==> src/hw/rtl/jss_pkg.sv <==
// ----------------------------------------------------------------------------
// jss_pkg
// Shared types and constants for the JTAG scan sequencer.
// ----------------------------------------------------------------------------
package jss_pkg;

    localparam int DATA_W = 32;  // width of shift, TDO and capture words
    localparam int LEN_W  = 6;   // width of the scan length field
    localparam int OP_W   = 2;
    localparam int PRE_W  = 3;   // preamble / reset pulse counter

    localparam logic [OP_W-1:0] OP_TAP_RESET = 2'd0;
    localparam logic [OP_W-1:0] OP_IR_SCAN   = 2'd1;
    localparam logic [OP_W-1:0] OP_DR_SCAN   = 2'd2;

    // reset: pulses 0..4 TMS high, pulse 5 TMS low
    localparam logic [PRE_W-1:0] RESET_LAST = 3'd5;
    // IR preamble indices 0..3 (TMS 1,1,0,0); DR starts at index 1 (1,0,0)
    localparam logic [PRE_W-1:0] PRE_IR_FIRST = 3'd0;
    localparam logic [PRE_W-1:0] PRE_DR_FIRST = 3'd1;
    localparam logic [PRE_W-1:0] PRE_LAST     = 3'd3;

    // controller to datapath
    typedef struct packed {
        logic load;     // command word accepted this cycle
        logic load_dr;  // accepted word is a data scan
        logic pulse;    // a TCK pulse is issued this cycle
        logic shift;    // the pulse is a shift pulse
        logic tms;      // TMS level of the pulse
        logic last;     // final pulse of the command
    } jss_cmd_t;

    // datapath to controller
    typedef struct packed {
        logic last_bit; // the next shift pulse is the final one
    } jss_stat_t;

endpackage

==> src/hw/rtl/jss_ctrl.sv <==
// ----------------------------------------------------------------------------
// jss_ctrl
// Pulse sequencer: walks the TAP through reset, preamble, shift, update, idle.
// ----------------------------------------------------------------------------
module jss_ctrl (
    input  logic                     clk,
    input  logic                     rst_n,
    input  logic                     start,
    input  logic [jss_pkg::OP_W-1:0] op,
    input  jss_pkg::jss_stat_t       stat,
    output jss_pkg::jss_cmd_t        cmd,
    output logic                     busy
);
    import jss_pkg::*;

    typedef enum logic [2:0] {
        ST_IDLE,
        ST_RESET,
        ST_PRE,
        ST_SHIFT,
        ST_UPDATE,
        ST_RUN_IDLE
    } state_t;

    state_t           state_reg, state_next;
    logic [PRE_W-1:0] cnt_reg, cnt_next;

    logic accept;

    assign busy   = (state_reg != ST_IDLE);
    assign accept = start && (state_reg == ST_IDLE);

    always_comb
    begin
        state_next  = state_reg;
        cnt_next    = cnt_reg;
        cmd.load    = 1'b0;
        cmd.load_dr = 1'b0;
        cmd.pulse   = 1'b0;
        cmd.shift   = 1'b0;
        cmd.tms     = 1'b0;
        cmd.last    = 1'b0;
        case (state_reg)
            ST_IDLE:
            begin
                if (accept)
                begin
                    case (op)
                        OP_TAP_RESET:
                        begin
                            cmd.load   = 1'b1;
                            cnt_next   = '0;
                            state_next = ST_RESET;
                        end
                        OP_IR_SCAN:
                        begin
                            cmd.load   = 1'b1;
                            cnt_next   = PRE_IR_FIRST;
                            state_next = ST_PRE;
                        end
                        OP_DR_SCAN:
                        begin
                            cmd.load    = 1'b1;
                            cmd.load_dr = 1'b1;
                            cnt_next    = PRE_DR_FIRST;
                            state_next  = ST_PRE;
                        end
                        default: ;  // unused opcode, dropped
                    endcase
                end
            end
            ST_RESET:
            begin
                cmd.pulse = 1'b1;
                cmd.tms   = (cnt_reg != RESET_LAST);
                cmd.last  = (cnt_reg == RESET_LAST);
                cnt_next  = cnt_reg + 1'b1;
                if (cnt_reg == RESET_LAST)
                    state_next = ST_IDLE;
            end
            ST_PRE:
            begin
                cmd.pulse = 1'b1;
                cmd.tms   = (cnt_reg < 3'd2);
                cnt_next  = cnt_reg + 1'b1;
                if (cnt_reg == PRE_LAST)
                    state_next = ST_SHIFT;
            end
            ST_SHIFT:
            begin
                cmd.pulse = 1'b1;
                cmd.shift = 1'b1;
                cmd.tms   = stat.last_bit;
                if (stat.last_bit)
                    state_next = ST_UPDATE;
            end
            ST_UPDATE:
            begin
                cmd.pulse  = 1'b1;
                cmd.tms    = 1'b1;
                state_next = ST_RUN_IDLE;
            end
            ST_RUN_IDLE:
            begin
                cmd.pulse  = 1'b1;
                cmd.last   = 1'b1;
                state_next = ST_IDLE;
            end
            default:
                state_next = ST_IDLE;
        endcase
    end

    always_ff @(posedge clk or negedge rst_n)
    begin
        if (!rst_n)
        begin
            state_reg <= ST_IDLE;
            cnt_reg   <= '0;
        end
        else
        begin
            state_reg <= state_next;
            cnt_reg   <= cnt_next;
        end
    end

    a_shift_holds: assert property (@(posedge clk) disable iff (!rst_n)
        (state_reg == ST_SHIFT && !stat.last_bit) |=> (state_reg == ST_SHIFT))
        else $error("shift state left before the final bit");

    a_load_starts: assert property (@(posedge clk) disable iff (!rst_n)
        cmd.load |=> (state_reg == ST_RESET || state_reg == ST_PRE))
        else $error("accepted word did not start a sequence");

    a_idle_ends: assert property (@(posedge clk) disable iff (!rst_n)
        (state_reg == ST_RUN_IDLE) |=> (state_reg == ST_IDLE))
        else $error("run-idle pulse not followed by idle");

endmodule

==> src/hw/rtl/jss_datapath.sv <==
// ----------------------------------------------------------------------------
// jss_datapath
// Shift register, bit counter, TDI hold and registered result ports.
// ----------------------------------------------------------------------------
module jss_datapath #(
    parameter int MAX_SCAN_BITS = 32
) (
    input  logic                       clk,
    input  logic                       rst_n,
    input  jss_pkg::jss_cmd_t          cmd,
    output jss_pkg::jss_stat_t         stat,
    input  logic [jss_pkg::DATA_W-1:0] shift_data,
    input  logic [jss_pkg::LEN_W-1:0]  scan_length,
    input  logic [jss_pkg::DATA_W-1:0] tdo_levels,
    output logic                       strobe,
    output logic                       tms_level,
    output logic                       tdi_level,
    output logic [jss_pkg::DATA_W-1:0] captured,
    output logic                       last_pulse
);
    import jss_pkg::*;

    localparam int CNT_W = (MAX_SCAN_BITS > 1) ? $clog2(MAX_SCAN_BITS) : 1;
    localparam int SAT_W = LEN_W + 1;
    localparam logic [SAT_W-1:0] MAX_LEN  = SAT_W'(MAX_SCAN_BITS);
    localparam logic [SAT_W-1:0] WORD_LEN = SAT_W'(DATA_W);

    logic [DATA_W-1:0] data_reg;
    logic [DATA_W-1:0] cap_reg;
    logic [CNT_W-1:0]  bit_cnt_reg;
    logic              hold_reg;

    logic              strobe_reg, tms_reg, tdi_reg, last_reg;
    logic [DATA_W-1:0] captured_reg;

    logic [SAT_W-1:0]  len_sat;
    logic [DATA_W-1:0] cap_mask;

    // length clamped to 1..MAX_SCAN_BITS
    always_comb
    begin
        len_sat = {1'b0, scan_length};
        if (len_sat == '0)
            len_sat = SAT_W'(1);
        if (len_sat > MAX_LEN)
            len_sat = MAX_LEN;
        if (len_sat >= WORD_LEN)
            cap_mask = '1;
        else
            cap_mask = (DATA_W'(1) << len_sat) - DATA_W'(1);
    end

    assign stat.last_bit = (bit_cnt_reg == '0);

    always_ff @(posedge clk or negedge rst_n)
    begin
        if (!rst_n)
        begin
            hold_reg     <= 1'b0;
            strobe_reg   <= 1'b0;
            tms_reg      <= 1'b0;
            tdi_reg      <= 1'b0;
            last_reg     <= 1'b0;
            captured_reg <= '0;
            data_reg     <= '0;
            cap_reg      <= '0;
            bit_cnt_reg  <= '0;
        end
        else
        begin
            strobe_reg   <= cmd.pulse;
            tms_reg      <= cmd.tms;
            last_reg     <= cmd.last;
            tdi_reg      <= cmd.shift ? data_reg[0] : hold_reg;
            captured_reg <= cmd.last ? cap_reg : '0;
            if (cmd.load)
            begin
                data_reg    <= shift_data;
                cap_reg     <= cmd.load_dr ? (tdo_levels & cap_mask) : '0;
                bit_cnt_reg <= CNT_W'(len_sat - SAT_W'(1));
            end
            else if (cmd.shift)
            begin
                hold_reg    <= data_reg[0];
                data_reg    <= {1'b0, data_reg[DATA_W-1:1]};  // zero beyond bit 31
                bit_cnt_reg <= bit_cnt_reg - 1'b1;
            end
        end
    end

    assign strobe     = strobe_reg;
    assign tms_level  = tms_reg;
    assign tdi_level  = tdi_reg;
    assign captured   = captured_reg;
    assign last_pulse = last_reg;

    a_cap_only_last: assert property (@(posedge clk) disable iff (!rst_n)
        !last_reg |-> (captured_reg == '0))
        else $error("capture word outside the final pulse");

    a_shift_tdi: assert property (@(posedge clk) disable iff (!rst_n)
        cmd.shift |=> (tdi_reg == hold_reg))
        else $error("TDI hold not tracking the shifted bit");

    a_strobe_marks: assert property (@(posedge clk) disable iff (!rst_n)
        last_reg |-> strobe_reg)
        else $error("final pulse flag without a strobe");

endmodule

==> src/hw/rtl/jtag_scan_sequencer.sv <==
// ----------------------------------------------------------------------------
// jtag_scan_sequencer
// JTAG TAP master: turns one command word into a train of TCK pulse words.
// ----------------------------------------------------------------------------
// A command word is taken when start is high and busy is low. It is then
// played out as one result word per clock, each marked by strobe for a single
// cycle; the receiver must take every word as it comes. A TAP reset gives 6
// words, an instruction scan L+6 and a data scan L+5, where L is scan_length
// clamped to 1..MAX_SCAN_BITS. The first word is registered from the pulse
// state entered at the accepting edge, and busy drops in the cycle the last
// word is on the ports, so a new command can be accepted while that last word
// is on the ports: the controller issues one pulse per clock.
// Opcode 3 is accepted and produces nothing.
//
// Notes:
//  - TDI outside the shift phase repeats the last level shifted out; it is
//    zero after reset.
//  - captured is non-zero only on the final word of a data scan and holds
//    the TDO bits for the shifted positions only.
//  - shift bits above bit 31 drive TDI low.
// ----------------------------------------------------------------------------
module jtag_scan_sequencer #(
    parameter int MAX_SCAN_BITS = 32
) (
    input  logic                       clk,
    input  logic                       rst_n,
    input  logic                       start,
    output logic                       busy,
    input  logic [jss_pkg::OP_W-1:0]   op,
    input  logic [jss_pkg::DATA_W-1:0] shift_data,
    input  logic [jss_pkg::LEN_W-1:0]  scan_length,
    input  logic [jss_pkg::DATA_W-1:0] tdo_levels,
    output logic                       strobe,
    output logic                       tms_level,
    output logic                       tdi_level,
    output logic [jss_pkg::DATA_W-1:0] captured,
    output logic                       last_pulse
);
    import jss_pkg::*;

    jss_cmd_t  cmd;
    jss_stat_t stat;

    // pulse sequencer
    jss_ctrl u_ctrl (
        .clk   (clk),
        .rst_n (rst_n),
        .start (start),
        .op    (op),
        .stat  (stat),
        .cmd   (cmd),
        .busy  (busy)
    );

    // shift register, counter and result registers
    jss_datapath #(
        .MAX_SCAN_BITS (MAX_SCAN_BITS)
    ) u_datapath (
        .clk         (clk),
        .rst_n       (rst_n),
        .cmd         (cmd),
        .stat        (stat),
        .shift_data  (shift_data),
        .scan_length (scan_length),
        .tdo_levels  (tdo_levels),
        .strobe      (strobe),
        .tms_level   (tms_level),
        .tdi_level   (tdi_level),
        .captured    (captured),
        .last_pulse  (last_pulse)
    );

endmodule
==> config.mk <==
export PLATFORM = sky130hd
export DESIGN_NAME = jtag_scan_sequencer
export DESIGN_NICKNAME = d
export VERILOG_FILES = /design/src/hw/rtl/jss_pkg.sv /design/src/hw/rtl/jss_ctrl.sv /design/src/hw/rtl/jss_datapath.sv /design/src/hw/rtl/jtag_scan_sequencer.sv
export SDC_FILE = /design/constraint.sdc
export NUM_CORES = 1
export LEC_CHECK = 0
export ABC_CLOCK_PERIOD_IN_PS = 3300
export BUFFER_PORTS_ARGS = -buffer_cell sky130_fd_sc_hd__buf_2
export CAP_MARGIN = 0
export CORE_MARGIN = 4
export CORE_UTILIZATION = 38
export DETAILED_ROUTE_END_ITERATION = 6
export PLACE_DENSITY = 0.68
export SETUP_SLACK_MARGIN = 0.4
export SYNTH_ARGS = -nofsm -noshare
export SYNTH_HDL_FRONTEND = slang
export SYNTH_SLANG_ARGS = --single-unit
==> constraint.sdc <==
create_clock -name clk -period 3.3 [get_ports clk]
set_clock_uncertainty 0.15 [all_clocks]
set_input_delay 0.165 -clock clk [delete_from_list [all_inputs] [get_ports clk]]
set_output_delay 0.165 -clock clk [all_outputs]
set_load 0.02 [all_outputs]
======== Word-level counts from Yosys, hierarchy flattened ========
Index checks and enable logic that the tools add are counted.
storage, ports and cells
  register bits after elaboration ......... 112
  latch bits .............................. 0
  bits in writable memories ............... 0
  ROM bits ................................ 0
  bits of input ports ..................... 75
  output and inout port bits .............. 37
  logic and storage cells ................. 78
  memories kept ........................... 0
cells by class
  add/subtract/negate cells ............... 4
  multiply operators ...................... 0
  divide/modulo/power cells ............... 0
  order comparisons ....................... 3
  equality and inequality tests ........... 16
  shifts and indexed selects .............. 1
  mux-type cells .......................... 27
  bitwise operators ....................... 1
  reductions and logical operators ........ 15
operator list
  operator               number
  $mux 32                5
  $and 32x32->32         1
  $shl 1x6->32 const A   1
  $sub 32x2->32 const B  1
  $pmux 3 s2             3
  $mux 3                 5
  $pmux 3 s5             1
  $mux 6                 2
  $mux 5                 2
  $sub 5x1->5 const B    2
  $eq 3x2->1 const B     3
  $eq 3x3->1 const B     3
  $ne 3x3->1 const B     3
  $ne 2x1->1 const B     4
  $ge 6x6->1 const B     1
  $gt 6x6->1 const B     1
  $logic_not 6->1        1
  $reduce_or 2->1        3
  $logic_not 5->1        1
  $mux 1                 5
  $reduce_and 5->1       1
  $reduce_or 5->1        1
  $mux 2                 2
  $pmux 1 s4             1
  13 further kinds       14

======== Longest topological paths before layout ========
Gate-level depths: netlist (run 1).
  depth after elaboration ................. 9
  mapped depth ............................ 11
  depth with buffers taken out ............ 9

======== By module ========
Synthesis (run 1) repeated with hierarchy kept, for this count alone.
second synthesis, totals
  cell total of the unflattened synthesis .. 569
  area, all modules ....................... 5711.7 um2
modules (own cells, without submodules)
  module        times used  cells an instance  area each (um2)  seq. area each (um2)
  jss_datapath  1           497                5121.2           2652.5
  jss_ctrl      1           72                 590.6            150.1

======== Worst setup path before layout (run 1) ========
Ideal clock, no wire load.
  kind .................................... register to register
  start point ............................. register u_ctrl.state_reg[2]
  end point ............................... register u_datapath.bit_cnt_reg[4]
  setup time .............................. 0.127 ns
  arrival time ............................ 2.294 ns
  data required time ...................... 3.023 ns
  path slack .............................. 0.729 ns
  cell stages (with the launch flop) ...... 12
  buffers on the path ..................... 3
  period minus slack after synthesis ...... 2.571 ns
  cells stage by stage .................... dfrtp_1 or3_1 buf_2 or2_1 buf_6 buf_2 nor3_1 a21oi_1 ha_1 o21a_1 a211oi_1 a21oi_1
between the ends
  word-level cells in the longest chain between the ends .. 5
  elaborated cells on any way between the ends .. 8
  classes of those cells .................. eq/ne (1); mux (4); reduce/logical (3)
ends and longest elaborated chain
  element                                             RTL line                        RTL
  start, declared                                     jss_ctrl.sv:25                  state_t state_reg, state_next;
  start signal, assigned                              jss_ctrl.sv:123                 state_reg <= state_next;
  $logic_not 3->1                                     jss_ctrl.sv:31, jss_ctrl.sv:43
  $logic_and 1x1->1                                   jss_ctrl.sv:31                  assign accept = start && (state_reg == ST_IDLE);
  $mux 2                                              jss_ctrl.sv:46                  if (accept)
  $mux 2                                              jss_ctrl.sv:43                  case (state_reg)
  $mux 5 / $reduce_bool 2->1 (equally long branches)  n/a
  end signal, assigned                                jss_datapath.sv:80              bit_cnt_reg <= CNT_W'(len_sat - SAT_W'(1));
  end signal, assigned                                jss_datapath.sv:86              bit_cnt_reg <= bit_cnt_reg - 1'b1;
  end, declared                                       jss_datapath.sv:30              logic [CNT_W-1:0] bit_cnt_reg;
Parallel ways exist; a longest one is shown, timed or not.
A chain may end at the register's enable or synchronous reset.

======== Worst setup path after layout (run 1) ========
  start point ............................. register u_ctrl.state_reg[1]
  end point ............................... register u_datapath.bit_cnt_reg[4]
The elaborated chain is that of the path after synthesis.

==> summary.md, run 1 <==
| Metric | Value |
|---|---|
| Die Ht | `127 microns` |
| Global-route wire length before repair | `24300 microns` |
| Post-CTS setup buffers | `0` |
| Final-layout fill cell count | `1277` |
| Final Critical Period | `2.63 ns` |
| Gr usage total | `0.186` |
| # setup viols final | `0` |
| Initial DRT Pass Iterations | `5` |
| Seq/Total Area, Yosys | `0.523` |
| CP Class | `reg2reg` |
| Worst Path Max Fanout | `14` |
| Ys async rst share | `1.00` |
| Die Area | `0.0161 sq mm` |
| Outcome | `finished, final reports clean` |
| Overflow after GRT | `0` |
| WP data required | `3.36 ns` |
| Clk slew on worst S/H paths | `0.07 ns` |
| Largest area contributor in the netlist | `dfrtp_1` |
| Detailed placement HPWL | `9450 microns` |
| Antenna violations before repair | `0` |
| Synth Register Bits | `112` |
| Compound-Gate Fraction of Synth Area | `0.168` |
| Slew @ Worst Pin | `1.05 ns` |
| WHS Endpoint | `u_datapath.cap_reg[28]` |
| Io pins | `112` |
| Hold Crit Start | `tdo_levels[28]` |
| Hold Path Stages | `3` |
| Chip width | `127 microns` |
| Post-synthesis adder-cell area fraction | `0.0187` |
| CP Capture Type | `flop` |
| Synth unique cells | `57` |
| Max Clk Rate | `380 MHz` |
| Final Hold Vio Count | `0` |
| Mapped Nets | `664` |
| Post-Place Setup Slack | `0.683 ns` |
| Core ar. | `0.0138 sq mm` |
| Via/cell ratio | `5.23` |
| Syn. warnings | `0` |
| Synth Area in Simple Gates | `0.232` |
| Vias in the first global route | `4805` |
| Routed via count | `4810` |
| R2r worst-path depth | `8` |
| Final period util | `0.797` |
| Routed Antenna Nets | `0` |
| RSZ-0062 raised after global routing | `no` |
| Leakage | `3.33 nW` |
| DRC | `0` |
| Largest family of logic cells by synthesized area | `simple AND/OR/NAND/NOR gates` |
| Final setup TNS | `0 ns` |
| Area growth from synthesis to layout | `30.4%` |
| Synth area leaders | `dfrtp_1 52%, nand2_1 7.7%, a31oi_1 4.4%, and2_1 4.1%, nor2_1 3.5%` |
| Power Density | `629 mW/mm^2` |
| Mux contribution to synthesized area | `0.00397` |
| Syn_area_per_cell | `9.22 sq um` |
| Slew headroom | `0.303` |
| Post-synth top area share | `0.523` |
| CTS tree | `yes` |
| Clk buf depth | `2` |
| Critical path arrival | `2.69 ns` |
| Fin nets | `817` |
| R2r startpoint | `u_ctrl.state_reg[1]` |
| Total wire length | `14500 microns` |
| Post-synth EDFFs | `0` |
| Gp weighted congestion | `0.858` |
| Clock Latency Late Sink | `0.35 ns` |
| Post-Syn Instances | `581` |
| Layout cells sized above 1 | `0.203` |
| FF-to-FF setup slack | `0.67 ns` |
| Antenna diode count | `0` |
| Max-cap violations | `0` |
| Initial drt markers | `381` |
| CTS Hold Bufs | `62` |
| PortBufs | `111` |
| Predominant post-synthesis flop cell | `dfrtp_1` |
| Capturing point of the worst reg2reg path | `u_datapath.bit_cnt_reg[4]` |
| Slew Limit Fails | `0` |
| Clock Sinks | `112` |
| Class of the worst hold path | `in2reg` |
| Starting density of the core | `0.387` |
| Post_cts resized | `0` |
| Max VDD drop | `0.000339 V` |
| Xor/xnor share of the synthesized area | `0.00981` |
| Synth Cell Area | `0.00536 sq mm` |
| CTS Buf Count | `9` |
| # rows | `43` |
| DR WL/cell | `15.8 microns` |
| Root Driver | `clkbuf_16` |
| Startpoint types | `flop` |
| CTS H-tree lvls | `3` |
| PnR worst setup slack | `0.670 ns` |
| Pin count of the biggest net entering global routing | `83` |
## layer usage
layer / global-route usage / part of all wire / up-vias
met2: 0.313 / 0.49 / 147
met4: 0.0625 / 0.018 / 0
met3: 0.0257 / 0.052 / 21
met1: 0.247 / 0.44 / 2320
li1: - / - / 2322
met5: 0 / 0 / -
## power breakdown
group          leakage, nW  switching [mW]  internal, mW
sequential            1.49           0.232          1.74
combinational         1.69           0.750         0.562
clock                0.143           0.493         0.612
total                 3.33            1.48          2.92
## critical path, cell delays in order, from the launching register on
cell	delay [ns]
dfrtp_1	0.52
or3_1	0.51
or2_4	0.32
nor3_1	0.27
a21oi_1	0.08
ha_1	0.25
o21a_1	0.12
a211oi_1	0.22
a21oi_1	0.06
## cells by family (layout without fill, tap and decap cells)
kind of cell / count (synthesis) / count (layout)
compound gates: 132 / 132
xor+xnor: 6 / 6
fa+ha+maj: 8 / 8
buf+inv: 56 / 214
flops: 112 / 112
mux: 2 / 2
other cells: 1 / 1
simple gates: 264 / 264
## per-stage QoR
stage | power [mW] | std cells | utilization | instance area (sq um) | hold slack [ns]
after CTS | 4.43 | 919 | 0.505 | 6990 | 0.00660
final | 4.39 | 919 | 0.505 | 6990 | 0.0109
after floorplan | 2.89 | 581 | - | 5360 | -0.281
after global routing | 4.71 | 919 | 0.505 | 6990 | 0.0506
after detailed placement | 3.25 | 841 | 0.439 | 6070 | 0.231
after global placement | 3.19 | 841 | 0.439 | 6070 | 0.223
## placed cells by master (no fill, tap or decap), types with 5 or more instances in the layout
| cell type | n |
|---|---|
| buf_2 | 110 |
| nor2b_1 | 5 |
| a21oi_1 | 21 |
| nor2_1 | 49 |
| nor3_1 | 12 |
| a32o_1 | 7 |
| buf_4 | 18 |
| nand2b_1 | 6 |
| o21a_1 | 5 |
| and2_1 | 35 |
| o31ai_1 | 5 |
| inv_1 | 8 |
| nand4_1 | 6 |
| nand3_1 | 17 |
| dlygate4sd3_1 | 62 |
| o21ai_0 | 22 |
| a31oi_1 | 38 |
| dfrtp_1 | 112 |
| ha_1 | 8 |
| nor3b_1 | 5 |
| clkbuf_16 | 9 |
| nand2_1 | 110 |
## how the worst max path moves through the flow
| stage | start | to | slack [ns] |
|---|---|---|---|
| 2_1_floorplan | u_ctrl.state_reg[2] | u_datapath.bit_cnt_reg[4] | 0.73 |
| 3_3_place_gp | scan_length[4] | u_datapath.cap_reg[4] | 0.78 |
| 3_5_place_dp | u_ctrl.state_reg[1] | u_datapath.bit_cnt_reg[4] | 0.68 |
| 4_1_cts | u_ctrl.state_reg[1] | u_datapath.bit_cnt_reg[4] | 0.67 |
| 5_1_grt | u_ctrl.state_reg[1] | u_datapath.bit_cnt_reg[4] | 0.50 |
| 6_report | u_ctrl.state_reg[1] | u_datapath.bit_cnt_reg[4] | 0.67 |
## area by class of cell
type	count	area [sq um]	share of cell area
Clock buffer	12	246	0.0353
Clock inverter	4	51.3	0.00734
Inverter	8	30.0	0.00430
Multi-Input combinational cell	413	2320	0.333
Sequential cell	112	2800	0.401
Tap cell	180	225	0.0322
Timing Repair Buffer	190	1310	0.187
## cell usage after synthesis (2+ instances only)
library cell	instances
a211o_1	3
a211oi_1	2
a21o_1	4
a21oi_1	21
a22o_1	2
a22oi_1	4
a31oi_1	38
a32o_1	7
a32oi_1	2
and2_1	35
buf_2	9
buf_6	2
clkbuf_1	36
dfrtp_1	112
ha_1	8
inv_1	8
nand2_1	110
nand2b_1	6
nand3_1	17
nand4_1	6
nor2_1	50
nor2b_1	5
nor3_1	12
nor3b_1	5
nor4_1	2
nor4b_1	2
o2111ai_1	4
o21a_1	5
o21ai_0	22
o22ai_1	2
o31a_1	2
o31ai_1	5
or3_1	4
or4b_2	2
xnor2_1	4
xor2_1	2
Power figures use the tool's default switching activity.
==> inputs of run 2 (changes only) <==
- ABC_AREA: not set -> 1
- ABC_CLOCK_PERIOD_IN_PS: 3300 -> 2300
- PLACE_DENSITY: 0.68 -> 0.7
- clock period: 3.3 -> 2.3 ns (I/O delays scaled with it)
==> run 2 against run 1 <==
  * Power is 59% higher
  * Critical path depth is 1 higher
  * Critical path type unchanged
  * Utilization is 3.1 points higher
  * Largest power group unchanged
  * Die area is 8.6% higher
  * Cell count is 22% higher
  * Largest cell class unchanged
  * Combinational power is 100% higher
  * First-iteration DRC count is 15% lower
==> summary.md, run 2 <==
| Metric | Value |
|---|---|
| Combinational share of power | `0.379` |
| Gp weighted congestion | `0.962` |
| Area growth from synthesis to layout | `38.8%` |
| Clk slew on worst S/H paths | `0.07 ns` |
| Startpoint types | `flop` |
| Overflow after GRT | `0` |
| Initial DRT Pass Iterations | `5` |
| Detailed placement HPWL | `11300 microns` |
| Final period util | `0.883` |
| Root Driver | `clkbuf_16` |
| DR WL/cell | `15.2 microns` |
| Final Hold Vio Count | `0` |
| Post-synth top area share | `0.479` |
| Core ar. | `0.0151 sq mm` |
| CP Capture Type | `flop` |
| Gr usage total | `0.194` |
| Synth area leaders | `dfrtp_1 48%, o21ai_0 10%, inv_1 6.9%, nand2_1 6.7%, nor2_1 5.1%` |
| Layout cells sized above 1 | `0.266` |
| Max Clk Rate | `492 MHz` |
| CP Class | `reg2reg` |
| Internal power | `4.53 mW` |
| Io pins | `112` |
| Sequential cell area | `0.00280 sq mm` |
| CTS H-tree lvls | `3` |
| WP data required | `2.40 ns` |
| Mapped Nets | `811` |
| Mux contribution to synthesized area | `0.00193` |
| Max-cap violations | `0` |
| Final Critical Period | `2.03 ns` |
| Final-layout fill cell count | `1383` |
| Max VDD drop | `0.000415 V` |
| Critical path arrival | `2.13 ns` |
| FF-to-FF setup slack | `0.27 ns` |
| Seq pwr share | `0.392` |
| Power Density | `862 mW/mm^2` |
| Ys async rst share | `1.00` |
| Most common cell after layout, fill and taps aside | `dfrtp_1` |
| Die Ht | `132 microns` |
| Routed via count | `5610` |
| Predominant post-synthesis flop cell | `dfrtp_1` |
| CTS Buf Count | `9` |
| Synth Area in Simple Gates | `0.257` |
| Clock Sinks | `112` |
| Synth Register Bits | `112` |
| Chip width | `132 microns` |
| CTS tree | `yes` |
| Xor/xnor share of the synthesized area | `0.00449` |
| Antenna violations before repair | `0` |
| RSZ-0062 raised after global routing | `yes` |
| Switching pwr | `2.47 mW` |
| DRC | `0` |
| Most frequent cells in the layout | `112 x dfrtp_1, 109 x buf_2, 106 x inv_1, 98 x nand2_1, 84 x o21ai_0` |
| Synth unique cells | `44` |
| Commonest cells post-synth | `122 x o21ai_0, 112 x dfrtp_1, 108 x inv_1, 104 x nand2_1, 80 x nor2_1` |
| Via/cell ratio | `4.99` |
| PnR worst setup slack | `0.269 ns` |
| Starting density of the core | `0.386` |
| Syn_area_per_cell | `8.03 sq um` |
| Seq/Total Area, Yosys | `0.479` |
| Initial drt markers | `324` |
| Post-Place Setup Slack | `0.106 ns` |
| Leakage | `4.20 nW` |
| # rows | `45` |
| Synth Cell Area | `0.00585 sq mm` |
| Clock power share | `0.229` |
| Compound-Gate Fraction of Synth Area | `0.136` |
| Class of the worst hold path | `in2reg` |
| Antenna diode count | `0` |
| Switch share | `0.353` |
| Total wire length | `17000 microns` |
| Pin count of the biggest net entering global routing | `61` |
| Most numerous cell in the Yosys netlist | `o21ai_0` |
| Clock Latency Late Sink | `0.36 ns` |
| # setup viols final | `0` |
| Routed Antenna Nets | `0` |
| Largest family of logic cells by synthesized area | `simple AND/OR/NAND/NOR gates` |
| Post-synth EDFFs | `0` |
| Worst Path Max Fanout | `7` |
| Clk buf depth | `2` |
| Post-synthesis adder-cell area fraction | `0.0171` |
| Outcome | `finished, final reports clean` |
| Final setup TNS | `0 ns` |
| Fin nets | `1016` |
| Slew Limit Fails | `0` |
| PortBufs | `111` |
| Die Area | `0.0174 sq mm` |
| Syn. warnings | `0` |
| Multi-input logic area | `0.00262 sq mm` |
| Vias in the first global route | `5579` |
| Post-Syn Instances | `728` |
| Largest area contributor in the netlist | `dfrtp_1` |
| Global-route wire length before repair | `27600 microns` |
[run 2: layout make-up]
cell class | count | area share
well taps | 188 | 0.0290
repair buffers | 224 | 0.210
clock buffers | 10 | 0.0294
multi-input cells | 468 | 0.323
inverters | 118 | 0.0564
clock inverters | 5 | 0.00694
flip-flops and latches | 112 | 0.345
[run 2: through the flow]
step | cells | area [sq um] | utilization | hold slack (ns) | power, mW
after floorplan | 728 | 5870 | - | -0.331 | 4.22
after global placement | 1030 | 6780 | 0.448 | -0.0748 | 4.79
after detailed placement | 1030 | 6780 | 0.448 | -0.0722 | 4.86
after CTS | 1120 | 7870 | 0.520 | 0.0492 | 6.71
after global routing | 1125 | 8120 | 0.536 | 0.0697 | 7.51
final | 1125 | 8120 | 0.536 | 0.0542 | 7.00
[run 2: cell families after synthesis]
kind of cell               count (synthesis)
xor gates and xnor gates                   3
DFF                                      112
and+or+nand+nor                          303
muxes                                      1
AOI/OAI and AO/OA                        152
buffers and inverters                    148
adders and majority gates                  8
other                                      1
[run 2: power groups by stage]
stage,sequential [mW],combinational [mW],clock (mW)
2_1_floorplan,2.77,1.44,0
3_3_place_gp,2.75,2.04,0
3_5_place_dp,2.78,2.08,0
4_1_cts,2.74,2.30,1.66
5_1_grt,2.80,2.99,1.72
6_report,2.75,2.65,1.60
[run 2: final timing paths]
check	endpoint	startpoint	cells after the start
worst max-delay path	u_datapath.bit_cnt_reg[3]	u_ctrl.state_reg[1]	9
worst min-delay path	u_datapath.cap_reg[31]	scan_length[5]	3
worst max register to register	u_datapath.bit_cnt_reg[3]	u_ctrl.state_reg[1]	9
worst min register to register	u_datapath.cap_reg[24]	u_datapath.cap_reg[24]	2
max in group asynchronous	u_datapath.cap_reg[22]	rst_n	3
min in group asynchronous	u_ctrl.cnt_reg[2]	rst_n	2
[run 2: layer usage]
layer  vias to the layer above  part of all wire  GRT usage
met5                         -                 0          0
met4                         0             0.025     0.0694
met3                        35             0.054     0.0389
met2                       174              0.49      0.322
met1                      2634              0.43      0.251
li1                       2767                 -          -
[run 2: repair_timing]
action | 4_1_cts | 5_1_grt
pin swaps | 5 | 13
setup endpoints to repair | 64 | 66
hold buffers | 66 | 0
setup buffers | 8 | 2
gates cloned | 1 | 3
endpoints found under the hold margin | 146 | 0
resized for setup | 21 | 75
[run 2: critical path, cell delays in order, from the launching register on]
cell and delay, ns:
dfrtp_1 0.42, nor2_4 0.17, nand2_4 0.07, nor3_4 0.15, buf_6 0.16, nor2_4 0.04, a31oi_4 0.21, nand3_1 0.13
xor2_1 0.16, mux2_4 0.26
